$ cat config.mk
export PLATFORM = sky130hd
export DESIGN_NAME = sensor_word_crc_framer
export DESIGN_NICKNAME = d
export VERILOG_FILES = /design/src/rtl/core/swcf_pkg.sv /design/src/rtl/core/swcf_fifo.sv /design/src/rtl/core/swcf_front.sv /design/src/rtl/core/swcf_back.sv /design/src/rtl/core/sensor_word_crc_framer.sv
export SDC_FILE = /design/constraint.sdc
export NUM_CORES = 1
export LEC_CHECK = 0
export BUFFER_PORTS_ARGS = -buffer_cell sky130_fd_sc_hd__buf_4
export CAP_MARGIN = 10
export CORE_MARGIN = 4
export CORE_UTILIZATION = 45
export CTS_BUF_LIST = sky130_fd_sc_hd__clkbuf_4 sky130_fd_sc_hd__clkbuf_8 sky130_fd_sc_hd__clkbuf_16
export CTS_CLUSTER_DIAMETER = 40
export CTS_CLUSTER_SIZE = 30
export DETAILED_ROUTE_END_ITERATION = 10
export GPL_ROUTABILITY_DRIVEN = 0
export PLACE_DENSITY = 0.69
export SETUP_SLACK_MARGIN = 0.3
export SLEW_MARGIN = 40
export SYNTH_ARGS = -nofsm -noshare
export SYNTH_HDL_FRONTEND = slang
export SYNTH_SLANG_ARGS = --single-unit
$ cat constraint.sdc
create_clock -name clk_i -period 3.1 [get_ports clk_i]
set_input_delay 0.155 -clock clk_i [delete_from_list [all_inputs] [get_ports clk_i]]
set_output_delay 0.155 -clock clk_i [all_outputs]
set_load 0.02 [all_outputs]
$ cat src/rtl/core/swcf_pkg.sv
package swcf_pkg;

  localparam logic [1:0] OP_CMD     = 2'd0;
  localparam logic [1:0] OP_CMD_VAL = 2'd1;
  localparam logic [1:0] OP_READ    = 2'd2;
  localparam logic [1:0] OP_RX_BYTE = 2'd3;

  localparam logic       KIND_TX   = 1'b0;
  localparam logic       KIND_WORD = 1'b1;

  localparam logic [7:0] CRC_POLY = 8'h31;
  localparam logic [7:0] CRC_INIT = 8'hFF;
  localparam logic [7:0] CRC_MSB  = 8'h80;

  localparam logic [1:0] MAX_WORDS = 2'd3;

  localparam int unsigned FIFO_DEPTH_DEF = 4;

  typedef enum logic [1:0] {
    JOB_CMD,
    JOB_CMD_VAL,
    JOB_WORD
  } job_kind_e;

  // One queued job: a transmit run or one checked received word.
  typedef struct packed {
    job_kind_e   kind;
    logic [15:0] cmd;
    logic [15:0] word;
    logic        crc_ok;
    logic        last;
  } job_t;

  // Shift one byte through the CRC register, MSB first.
  function automatic logic [7:0] crc8_step(input logic [7:0] c_in);
    logic [7:0] c;
    c = c_in;
    for (int i = 0; i < 8; i++) begin
      if ((c & CRC_MSB) != 8'h00) begin
        c = (c << 1) ^ CRC_POLY;
      end else begin
        c = c << 1;
      end
    end
    return c;
  endfunction

endpackage

$ cat src/rtl/core/swcf_fifo.sv
module swcf_fifo #(
  parameter int unsigned DEPTH = swcf_pkg::FIFO_DEPTH_DEF
) (
  input  logic           clk_i,
  input  logic           rst_ni,
  input  logic           push_i,
  input  swcf_pkg::job_t push_data_i,
  input  logic           pop_i,
  output swcf_pkg::job_t head_o,
  output logic           valid_o,
  output logic           full_o
);
  import swcf_pkg::*;

  localparam int unsigned PW = (DEPTH > 1) ? $clog2(DEPTH) : 1;
  localparam int unsigned CW = $clog2(DEPTH + 1);
  localparam logic [PW-1:0] PTR_LAST = PW'(DEPTH - 1);
  localparam logic [CW-1:0] CNT_FULL = CW'(DEPTH);

  job_t          mem_q [DEPTH];
  logic [PW-1:0] wr_ptr_q, wr_ptr_d;
  logic [PW-1:0] rd_ptr_q, rd_ptr_d;
  logic [CW-1:0] count_q, count_d;
  logic          do_push, do_pop;

  assign full_o  = (count_q == CNT_FULL);
  assign valid_o = (count_q != '0);
  assign head_o  = mem_q[rd_ptr_q];
  assign do_push = push_i && !full_o;
  assign do_pop  = pop_i && valid_o;

  always_comb begin
    wr_ptr_d = wr_ptr_q;
    rd_ptr_d = rd_ptr_q;
    count_d  = count_q;
    if (do_push) begin
      wr_ptr_d = (wr_ptr_q == PTR_LAST) ? '0 : wr_ptr_q + 1'b1;
    end
    if (do_pop) begin
      rd_ptr_d = (rd_ptr_q == PTR_LAST) ? '0 : rd_ptr_q + 1'b1;
    end
    if (do_push && !do_pop) begin
      count_d = count_q + 1'b1;
    end else if (do_pop && !do_push) begin
      count_d = count_q - 1'b1;
    end
  end

  always_ff @(posedge clk_i or negedge rst_ni) begin
    if (!rst_ni) begin
      wr_ptr_q <= '0;
      rd_ptr_q <= '0;
      count_q  <= '0;
    end else begin
      wr_ptr_q <= wr_ptr_d;
      rd_ptr_q <= rd_ptr_d;
      count_q  <= count_d;
    end
  end

  always_ff @(posedge clk_i) begin
    if (do_push) begin
      mem_q[wr_ptr_q] <= push_data_i;
    end
  end

endmodule

$ cat src/rtl/core/swcf_front.sv
module swcf_front (
  input  logic           clk_i,
  input  logic           rst_ni,
  input  logic           in_valid_i,
  output logic           in_stall_o,
  input  logic [1:0]     opcode_i,
  input  logic [15:0]    command_code_i,
  input  logic [15:0]    value_word_i,
  input  logic [1:0]     expected_words_i,
  input  logic [7:0]     rx_byte_i,
  input  logic           q_full_i,
  output logic           q_push_o,
  output swcf_pkg::job_t q_job_o
);
  import swcf_pkg::*;

  localparam logic [1:0] POS_HI  = 2'd0;
  localparam logic [1:0] POS_LO  = 2'd1;
  localparam logic [1:0] POS_CHK = 2'd2;

  logic [1:0]  byte_pos_q, byte_pos_d;
  logic [15:0] held_q, held_d;
  logic [1:0]  words_q, words_d;
  logic        aborted_q, aborted_d;
  logic [7:0]  crc_q, crc_d;
  logic        accept;
  logic        crc_match;
  logic [1:0]  count_sat;

  // Hold every request while the queue has no room.
  assign in_stall_o = q_full_i;
  assign accept     = in_valid_i && !q_full_i;
  assign crc_match  = (crc_q == rx_byte_i);

  always_comb begin
    if (expected_words_i == 2'd0) begin
      count_sat = 2'd1;
    end else if (expected_words_i > MAX_WORDS) begin
      count_sat = MAX_WORDS;
    end else begin
      count_sat = expected_words_i;
    end
  end

  always_comb begin
    byte_pos_d = byte_pos_q;
    held_d     = held_q;
    words_d    = words_q;
    aborted_d  = aborted_q;
    crc_d      = crc_q;
    q_push_o   = 1'b0;
    q_job_o    = '{kind: JOB_CMD, cmd: command_code_i, word: value_word_i,
                   crc_ok: 1'b0, last: 1'b1};
    if (accept) begin
      unique case (opcode_i)
        OP_CMD: begin
          q_push_o = 1'b1;
        end
        OP_CMD_VAL: begin
          q_push_o     = 1'b1;
          q_job_o.kind = JOB_CMD_VAL;
        end
        OP_READ: begin
          words_d    = count_sat;
          byte_pos_d = POS_HI;
          held_d     = '0;
          aborted_d  = 1'b0;
        end
        default: begin
          // Drop stray bytes outside an armed response.
          if (words_q != 2'd0 && !aborted_q) begin
            priority case (byte_pos_q)
              POS_HI: begin
                held_d     = {rx_byte_i, 8'h00};
                crc_d      = crc8_step(CRC_INIT ^ rx_byte_i);
                byte_pos_d = POS_LO;
              end
              POS_LO: begin
                held_d     = {held_q[15:8], rx_byte_i};
                crc_d      = crc8_step(crc_q ^ rx_byte_i);
                byte_pos_d = POS_CHK;
              end
              default: begin
                q_push_o       = 1'b1;
                q_job_o.kind   = JOB_WORD;
                q_job_o.word   = held_q;
                q_job_o.crc_ok = crc_match;
                q_job_o.last   = (words_q == 2'd1) || !crc_match;
                byte_pos_d     = POS_HI;
                words_d        = words_q - 2'd1;
                if (!crc_match) begin
                  aborted_d = 1'b1;
                end
              end
            endcase
          end
        end
      endcase
    end
  end

  always_ff @(posedge clk_i or negedge rst_ni) begin
    if (!rst_ni) begin
      byte_pos_q <= POS_HI;
      held_q     <= '0;
      words_q    <= '0;
      aborted_q  <= 1'b0;
      crc_q      <= CRC_INIT;
    end else begin
      byte_pos_q <= byte_pos_d;
      held_q     <= held_d;
      words_q    <= words_d;
      aborted_q  <= aborted_d;
      crc_q      <= crc_d;
    end
  end

  assert property (@(posedge clk_i) disable iff (!rst_ni)
    byte_pos_q != 2'd3)
    else $error("byte position out of range");

  assert property (@(posedge clk_i) disable iff (!rst_ni)
    (words_q == 2'd0 || aborted_q) |-> byte_pos_q == POS_HI)
    else $error("idle receiver not at start of triple");

  assert property (@(posedge clk_i) disable iff (!rst_ni)
    (q_push_o && q_job_o.kind == JOB_WORD && !q_job_o.crc_ok) |=> aborted_q)
    else $error("crc error did not abort response");

endmodule

$ cat src/rtl/core/swcf_back.sv
module swcf_back (
  input  logic           clk_i,
  input  logic           rst_ni,
  input  logic           head_valid_i,
  input  swcf_pkg::job_t head_i,
  output logic           pop_o,
  output logic           out_valid_o,
  input  logic           out_stall_i,
  output logic           result_kind_o,
  output logic [7:0]     tx_byte_o,
  output logic [15:0]    data_word_o,
  output logic           crc_ok_o,
  output logic           last_o
);
  import swcf_pkg::*;

  localparam logic [2:0] IDX_CMD_HI = 3'd0;
  localparam logic [2:0] IDX_CMD_LO = 3'd1;
  localparam logic [2:0] IDX_VAL_HI = 3'd2;
  localparam logic [2:0] IDX_VAL_LO = 3'd3;
  localparam logic [2:0] IDX_CRC    = 3'd4;

  logic [2:0]  idx_q, idx_d;
  logic [7:0]  crc_q, crc_d;
  logic        out_valid_q, out_valid_d;
  logic        kind_q, kind_d;
  logic [7:0]  tx_q, tx_d;
  logic [15:0] word_q, word_d;
  logic        ok_q, ok_d;
  logic        last_q, last_d;
  logic        emit;
  logic        final_res;

  assign emit  = head_valid_i && (!out_valid_q || !out_stall_i);
  assign pop_o = emit && final_res;

  always_comb begin
    final_res = 1'b1;
    kind_d    = KIND_TX;
    tx_d      = '0;
    word_d    = '0;
    ok_d      = 1'b0;
    last_d    = 1'b0;
    unique case (head_i.kind)
      JOB_CMD: begin
        final_res = (idx_q == IDX_CMD_LO);
        tx_d      = final_res ? head_i.cmd[7:0] : head_i.cmd[15:8];
        last_d    = final_res;
      end
      JOB_CMD_VAL: begin
        final_res = (idx_q == IDX_CRC);
        last_d    = final_res;
        unique case (idx_q)
          IDX_CMD_HI: tx_d = head_i.cmd[15:8];
          IDX_CMD_LO: tx_d = head_i.cmd[7:0];
          IDX_VAL_HI: tx_d = head_i.word[15:8];
          IDX_VAL_LO: tx_d = head_i.word[7:0];
          default:    tx_d = crc8_step(crc_q ^ head_i.word[7:0]);
        endcase
      end
      JOB_WORD: begin
        kind_d = KIND_WORD;
        word_d = head_i.word;
        ok_d   = head_i.crc_ok;
        last_d = head_i.last;
      end
      default: begin
        final_res = 1'b1;
      end
    endcase
  end

  always_comb begin
    idx_d = idx_q;
    crc_d = crc_q;
    if (emit) begin
      idx_d = final_res ? IDX_CMD_HI : idx_q + 3'd1;
      // Fold in the value's high byte early; the low byte closes it on the last byte.
      if (idx_q == IDX_CMD_HI) begin
        crc_d = crc8_step(CRC_INIT ^ head_i.word[15:8]);
      end
    end
    if (emit) begin
      out_valid_d = 1'b1;
    end else if (out_stall_i) begin
      out_valid_d = out_valid_q;
    end else begin
      out_valid_d = 1'b0;
    end
  end

  always_ff @(posedge clk_i or negedge rst_ni) begin
    if (!rst_ni) begin
      idx_q       <= IDX_CMD_HI;
      crc_q       <= CRC_INIT;
      out_valid_q <= 1'b0;
    end else begin
      idx_q       <= idx_d;
      crc_q       <= crc_d;
      out_valid_q <= out_valid_d;
    end
  end

  always_ff @(posedge clk_i) begin
    if (emit) begin
      kind_q <= kind_d;
      tx_q   <= tx_d;
      word_q <= word_d;
      ok_q   <= ok_d;
      last_q <= last_d;
    end
  end

  assign out_valid_o   = out_valid_q;
  assign result_kind_o = kind_q;
  assign tx_byte_o     = tx_q;
  assign data_word_o   = word_q;
  assign crc_ok_o      = ok_q;
  assign last_o        = last_q;

  assert property (@(posedge clk_i) disable iff (!rst_ni)
    idx_q <= IDX_CRC)
    else $error("byte index past end of frame");

  assert property (@(posedge clk_i) disable iff (!rst_ni)
    (out_valid_q && kind_q == KIND_TX) |-> (word_q == 16'h0000 && !ok_q))
    else $error("transmit result carries word fields");

  assert property (@(posedge clk_i) disable iff (!rst_ni)
    (out_valid_q && kind_q == KIND_WORD && !ok_q) |-> (last_q && tx_q == 8'h00))
    else $error("bad word result not marked last");

  assert property (@(posedge clk_i) disable iff (!rst_ni)
    (head_valid_i && head_i.kind == JOB_WORD) |-> idx_q == IDX_CMD_HI)
    else $error("word job started mid frame");

endmodule

$ cat src/rtl/core/sensor_word_crc_framer.sv
// Each request that yields output is written into the job queue; its results leave through the output register.
// Throughput: one request accepted per cycle while the job queue has room; the output side
// emits one result per cycle unless stalled; a command with value yields five results,
// a plain command two and a received word one.
// Reset: rst_ni clears the receive state, the job queue and the output valid flag at once.
module sensor_word_crc_framer #(
  parameter int unsigned FIFO_DEPTH = swcf_pkg::FIFO_DEPTH_DEF
) (
  input  logic        clk_i,
  input  logic        rst_ni,
  input  logic        in_valid_i,
  output logic        in_stall_o,
  input  logic [1:0]  opcode_i,
  input  logic [15:0] command_code_i,
  input  logic [15:0] value_word_i,
  input  logic [1:0]  expected_words_i,
  input  logic [7:0]  rx_byte_i,
  output logic        out_valid_o,
  input  logic        out_stall_i,
  output logic        result_kind_o,
  output logic [7:0]  tx_byte_o,
  output logic [15:0] data_word_o,
  output logic        crc_ok_o,
  output logic        last_o
);
  import swcf_pkg::*;

  logic q_full, q_push, q_pop, q_valid;
  job_t q_job, q_head;

  swcf_front u_front (
    .clk_i            (clk_i),
    .rst_ni           (rst_ni),
    .in_valid_i       (in_valid_i),
    .in_stall_o       (in_stall_o),
    .opcode_i         (opcode_i),
    .command_code_i   (command_code_i),
    .value_word_i     (value_word_i),
    .expected_words_i (expected_words_i),
    .rx_byte_i        (rx_byte_i),
    .q_full_i         (q_full),
    .q_push_o         (q_push),
    .q_job_o          (q_job)
  );

  swcf_fifo #(
    .DEPTH (FIFO_DEPTH)
  ) u_fifo (
    .clk_i       (clk_i),
    .rst_ni      (rst_ni),
    .push_i      (q_push),
    .push_data_i (q_job),
    .pop_i       (q_pop),
    .head_o      (q_head),
    .valid_o     (q_valid),
    .full_o      (q_full)
  );

  swcf_back u_back (
    .clk_i         (clk_i),
    .rst_ni        (rst_ni),
    .head_valid_i  (q_valid),
    .head_i        (q_head),
    .pop_o         (q_pop),
    .out_valid_o   (out_valid_o),
    .out_stall_i   (out_stall_i),
    .result_kind_o (result_kind_o),
    .tx_byte_o     (tx_byte_o),
    .data_word_o   (data_word_o),
    .crc_ok_o      (crc_ok_o),
    .last_o        (last_o)
  );

endmodule

# Yosys cells after proc, flatten, opt, wreduce, memory -nomap -nowiden
# Memory sizes are Yosys's and may differ from the RTL's.
# Cells that the tools add are included.
# W data, S select, Z words.
[classes]
n_bitwise = 38
order_cmp = 1
n_reduce_logical = 41
n_eq_ne = 18
div = 0
addsub = 6
mux = 159
n_shift = 0
n_mul = 0
[op_table]
columns = ["op", "n"]
rows = [
  ["$mux W8", 85],
  ["$mux W6", 32],
  ["$not A3 Y3", 32],
  ["$mux W18", 4],
  ["$pmux W16 S2", 2],
  ["$pmux W8 S2", 2],
  ["$pmux W8 S4", 1],
  ["$mux W2", 10],
  ["$mux W16", 1],
  ["$not A8 Y8", 2],
  ["$pmux W2 S2", 4],
  ["$xor A8 B8 Y8", 2],
  ["$reduce_and A4 Y1", 3],
  ["$mux W1", 11],
  ["$reduce_and A5 Y1", 2],
  ["$reduce_bool A2 Y1", 5],
  ["$mux W3", 3],
  ["$eq A2 B1 Y1 const B", 4],
  ["$eq A2 B2 Y1 const B", 4],
  ["$eq A8 B8 Y1", 1],
  ["$logic_and A1 B1 Y1", 8],
  ["$logic_not A2 Y1", 4],
  ["$logic_not A1 Y1", 7],
  ["$add A3 B1 Y3 const B", 2],
  ["20 further kinds", 32],
]
[totals]
word_cells = 281
latch_bits = 0
mem_count = 1
ff_bits = 75
mem_bits_rw = 144
input_bits = 48
romBits = 0
[mem_list]
columns = ["name", "depth", "word_bits", "rd", "rd_clocked_by_memory_dff", "wr", "line_no", "text"]
rows = [
  ["u_fifo.mem_q", 4, 36, 1, 0, 1, "swcf_fifo.sv:20", "job_t mem_q [DEPTH];"],
]

# Depth between registers and ports, before layout
[depth]
ltp_word = 46
mapped_depth = 12
mapped_depth_nobuf = 11

# Cells and area by module
# A second synthesis with hierarchy kept.
[hier_totals]
hier_cells = 680
hier_area_um2 = 10118.5
[by_module_without_submodules]
columns = ["module", "seq_area_each_um2", "area_each_um2", "cells_each", "n_inst"]
rows = [
  ["swcf_fifo", 4499.3, 5656.7, 225, 1],
  ["swcf_back", 1121.1, 2366.0, 208, 1],
  ["swcf_front", 735.7, 2095.8, 247, 1],
]

# Worst setup path after synthesis
# Ideal clock, no wire load.
[synth_timing]
kind = "reg2reg"
start = "register u_fifo.rd_ptr_q[0]"
end = "register u_fifo.count_q[2]"
path_buffers = 2
setup_slack_ns = 0.345
period_less_slack_ns = 2.755
setup_time_ns = 0.079
path_stages_with_launch = 11
t_arrival_ns = 2.675
cell_sequence = "dfrtp_1 -> buf_6 -> buf_4 -> mux4_2 -> o21ai_1 -> ha_1 -> inv_1 -> fa_1 -> xor2_1 -> nor2_1 -> xor2_1"
[synth_between]
elab_chain_len = 8
elab_cells_between_ends = 11
cone_classes = "eq/ne (1); mux (2); reduce/logical (7); memory (1)"
[synth_rtl]
columns = ["item", "line_no", "text"]
rows = [
  ["start, declared", "swcf_fifo.sv:22", "logic [PW-1:0] rd_ptr_q, rd_ptr_d;"],
  ["start signal, assigned", "swcf_fifo.sv:56", "rd_ptr_q <= rd_ptr_d;"],
  ["$mem_v2 Z4 W36 (*)", "--", ""],
  ["$eq A2 B1 Y1 / $logic_not A2 Y1 (equally long branches)", "swcf_back.sv:44", "unique case (head_i.kind)"],
  ["$pmux W1 S2 (*)", "swcf_back.sv:44", ""],
  ["$logic_and A1 B1 Y1 (*)", "swcf_back.sv:35", "assign pop_o = emit && final_res;"],
  ["$logic_and A1 B1 Y1 (*)", "swcf_fifo.sv:30", "assign do_pop = pop_i && valid_o;"],
  ["$logic_not A1 Y1", "swcf_fifo.sv:42", "if (do_push && !do_pop) begin"],
  ["$logic_and A1 B1 Y1", "swcf_fifo.sv:42", ""],
  ["$mux W3 / $reduce_bool A2 Y1 (equally long branches)", "--", ""],
  ["end signal, assigned", "swcf_fifo.sv:57", "count_q <= count_d;"],
  ["end, declared", "swcf_fifo.sv:23", "logic [CW-1:0] count_q, count_d;"],
]
# Mark *: on every way between the ends. The rest lies on a longest branch, timed or not.
# A chain may end at the register's enable or synchronous reset.

# Worst setup path in the final report
[layout_timing]
start = "register u_fifo.rd_ptr_q[0]"
end = "register u_back.tx_q[5] (netlist: u_back.tx_byte_o[5]), data pin"
[layout_between]
elab_chain_len = 27
elab_cells_between_ends = 36
cone_classes = "eq/ne (1); mux (25); bitwise (8); reduce/logical (1); memory (1)"
[layout_rtl]
columns = ["item", "line_no", "text"]
rows = [
  ["$mem_v2 Z4 W36 (*)", "--", ""],
  ["$xor A8 B8 Y8", "swcf_back.sv:58", "default: tx_d = crc8_step(crc_q ^ head_i.word[7:0]);"],
  ["$mux W6", "swcf_pkg.sv:39", "if ((c & CRC_MSB) != 8'h00) begin"],
  ["$mux W8", "swcf_back.sv:53", "unique case (idx_q)"],
  ["$mux W8", "swcf_back.sv:44", ""],
  ["$mux W6", "swcf_pkg.sv:39", ""],
  ["$mux W8", "swcf_back.sv:53", ""],
  ["$mux W8", "swcf_back.sv:44", ""],
  ["(+12 left out)", "--", ""],
  ["$mux W6", "swcf_pkg.sv:39", ""],
  ["$mux W8", "swcf_back.sv:53", ""],
  ["$mux W8", "swcf_back.sv:44", ""],
  ["$not A3 Y3 (no source line)", "--", ""],
  ["$mux W6", "swcf_pkg.sv:39", ""],
  ["$pmux W8 S4", "swcf_back.sv:53", ""],
  ["$pmux W8 S2 (*)", "swcf_back.sv:44", ""],
  ["named net u_back.tx_d[5]", "swcf_back.sv:27", "logic [7:0] tx_q, tx_d;"],
  ["end signal, assigned", "swcf_back.sv:107", "tx_q <= tx_d;"],
  ["end, declared", "swcf_back.sv:27", ""],
]
# Mark *: on every way through the listed nets, which the timed path passes. The rest lies on a longest branch. The select of a mux whose other input is x is not followed.

==> flow_metrics.tcl <==
set metrics [dict create \
    required_ns 3.50 \
    viasPerCell 5.458 \
    seq_area_frac_synth 0.6471 \
    io_buffers 76 \
    antenna_found_initial 0 \
    first_pass_iters 5 \
    worst-setup-path-type "flop to flop" \
    drv_slew 0 \
    comb_power_share 0.406 \
    critPathBufInv 2 \
    synthTopCellsByArea "edfxtp_1 (52%), mux4_2 (8.3%), dfrtp_1 (8.2%)" \
    cts.clk_slew.worst_paths_ns 0.06 \
    p_seq_frac 0.344 \
    fmax_mhz 374.8 \
    grt_pass1_vias 6139 \
    clkLatencyLatePin_ns 0.55 \
    synth-main-ff-cell "edfxtp_1" \
    synthDominantCellAreaShare 0.5228 \
    ys_types 53 \
    yosys-top-cells-count "edfxtp_1 (171), nand2_1 (65), xor2_1 (37)" \
    fin_tns_setup_ns 0 \
    tightest_slew_ns 0.6599 \
    async_reset_ff_frac 0.2192 \
    switching_share 0.3531 \
    coreArea_mm2 0.02122 \
    design_area_mm2 0.01212 \
    fillCellCount 1658 \
    root_buffer "clkbuf_16" \
    critPathLaunchType "flop" \
    intPower_uw 8354 \
    yosysMostFrequentCell "edfxtp_1" \
    fin_crit_sh 0.8607 \
    hold_viol_final 0 \
    yosysTopAreaCell "edfxtp_1" \
    synth_cells 652 \
    layout-drive-gt1-share 0.2781 \
    die-area_mm2 0.02425 \
    drt-initial-drc-count 466 \
    final.setup_skew_ns 0.02171 \
    cp_max_fo 6 \
    hp-class "primary input to flop" \
    place_ws_ns 0.2627 \
    ant_nets 0 \
    htree_levels 1 \
    start_util 0.4629 \
    std_cell_rows 53 \
    switchingPower_uw 4560 \
    status "complete, no violations" \
    p_clk_frac 0.251 \
    maxCapViolations 0 \
    path_delay_family "multiplexers" \
    synth_edf_count 171 \
    syn_nets 714 \
    wl_um 21560 \
    cts_max_path_buffers 3 \
    p_per_area_mw_per_mm2 1066 \
    ys_seq_elements 219 \
    drc_errors 0 \
    cts.sinks 219 \
    antenna_cells 0 \
    grt_use_total 0.1779 \
    grt_pass1_wl_um 33730 \
    setup_viol 0 \
    dpl.hpwl_um 14360 \
    die_w_um 155.7 \
    total_power_uw 12910 \
    syn_area_mm2 0.009822 \
    arrival_ns 3.06 \
    cts_buffers 29 \
    area_growth_pct 23.35 \
    critPathSlowestCell "mux4_2" \
    ir_drop_uv 525.6 \
    max-slew-margin-rel 0.5567 \
    die_h_um 155.7 \
    crit_path_cell_trace "buf_4, mux4_2, xnor2_4, buf_4, xnor3_1, a221o_1, a31oi_1" \
    fin_crit_ns 2.668 \
    grt_max_degree 49 \
    pin_count 77 \
    post-route-util 0.5709 \
    syn_area_per_cell_um2 15.06 \
    p_leak_uw 0.004529 \
    yosys_warnings 0 \
    grt_overflow 0 \
    drt-wirelength-per-cell_um 19.89 \
    crit_path_end_kind "flop" \
    fin_nets 848 \
    rsz0062_at_grt "true" \
    max_stage_delay_ns 0.61 \
    vias 5917 \
    cts_tree "built" \
    placed_area_mm2 0.01070 \
    crit_top_cell "buf_4" \
    setup_ws_ns 0.4319 \
]
-- per-stage QoR --
stage | hold slack, ns | cells
global route | 0.002884 | 1084
CTS | 0.002674 | 1082
global placement | 0.2186 | 985
floorplan | -0.1406 | 652
detailed placement | 0.2343 | 985
finish | 0.01253 | 1084
-- cell families after synthesis --
logic type	after synthesis	share of synthesized area
flops	219	0.6471
simple gates	147	0.07172
compound gates	88	0.05707
xor+xnor	76	0.07707
mux	57	0.1061
buf+inv	51	0.02229
fa+ha+maj	14	0.01860
-- cell usage in the layout (no fill, tap or decap), types with 9 or more instances in the layout --
| cell type | Yosys | final |
|---|---|---|
| dfrtp_1 | 32 | 31 |
| a22o_1 | 9 | 9 |
| inv_1 | 15 | 15 |
| xor2_1 | 37 | 37 |
| nor2_1 | 15 | 15 |
| o21ai_1 | 21 | 20 |
| dfstp_2 | 16 | 16 |
| xnor2_1 | 33 | 33 |
| and2_1 | 11 | 11 |
| dlygate4sd3_1 | 0 | 41 |
| a21oi_1 | 23 | 22 |
| nand3_1 | 13 | 13 |
| nor2b_1 | 21 | 21 |
| buf_4 | 4 | 95 |
| ha_1 | 13 | 13 |
| mux4_2 | 36 | 36 |
| nand2_1 | 65 | 65 |
| clkbuf_16 | 0 | 29 |
| mux2_2 | 14 | 14 |
| edfxtp_1 | 171 | 171 |
-- repair_timing --
action / in CTS / in global routing
setup buffers: 2 / 2
pin swaps: 0 / 1
gates resized for setup: 0 / 3
hold buffers: 41 / 0
endpoints found under the setup margin: 2 / 5
cloned: 0 / 0
hold endpoints to repair: 162 / 0
-- registers in the layout, indices dropped and copies added (netlist names), 3 cells and up --
signal              flops
u_back.tx_byte_o        8
u_back.idx_q            3
u_back.data_word_o     16
u_fifo.mem_q          144
u_front.crc_q           8
u_front.held_q         16
u_back.crc_q            8
u_fifo.count_q          3
-- layer usage --
metal  up-vias  GRT usage  wire [um]  part of all wire
met5         -          0          0                 0
met2       223     0.2988      10700              0.50
met4         0    0.06169        557             0.026
met1      2950     0.2340       8888              0.41
met3        47    0.03384       1416             0.066
li1       2697          -          -                 -
-- power by group through the flow --
stage               Combinational, uW  Clock [uW]  Sequential (uW)
floorplan                        3670           0             4540
global placement                 4940           0             4480
detailed placement               5090           0             4520
CTS                              5190        3300             4440
global route                     5670        3450             4500
finish                           5240        3240             4440
-- final timing paths --
path	endpoint	cells after the start	slack (ns)	start
max	u_back.tx_byte_o[5]	7	0.43	u_fifo.rd_ptr_q[0]
min	u_fifo.mem_q[2][2]	2	0.01	value_word_i[0]
max reg2reg	u_back.tx_byte_o[5]	7	0.43	u_fifo.rd_ptr_q[0]
min reg2reg	u_front.held_q[1]	2	0.47	u_front.held_q[1]
max in group asynchronous	u_fifo.rd_ptr_q[0]	2	2.42	rst_ni
min in group asynchronous	u_back.idx_q[2]	2	0.20	rst_ni
-- worst register-to-register path, stage by stage, from the launching register on --
cell and delay, ns:
dfrtp_2 0.46, buf_4 0.18, mux4_2 0.61, xnor2_4 0.26, buf_4 0.15, xnor3_1 0.36, a221o_1 0.35, a31oi_1 0.16
-- cell type report --
class / count / area (um2) / area share
Sequential cell: 219 / 6357 / 0.5247
Timing Repair Buffer: 137 / 1135 / 0.09367
Tap cell: 275 / 344.1 / 0.02840
Inverter: 17 / 63.81 / 0.005267
Clock inverter: 23 / 220.2 / 0.01818
Multi-Input combinational cell: 382 / 3254 / 0.2686
Clock buffer: 31 / 740.7 / 0.06114
(Power assumes the default switching activity.)
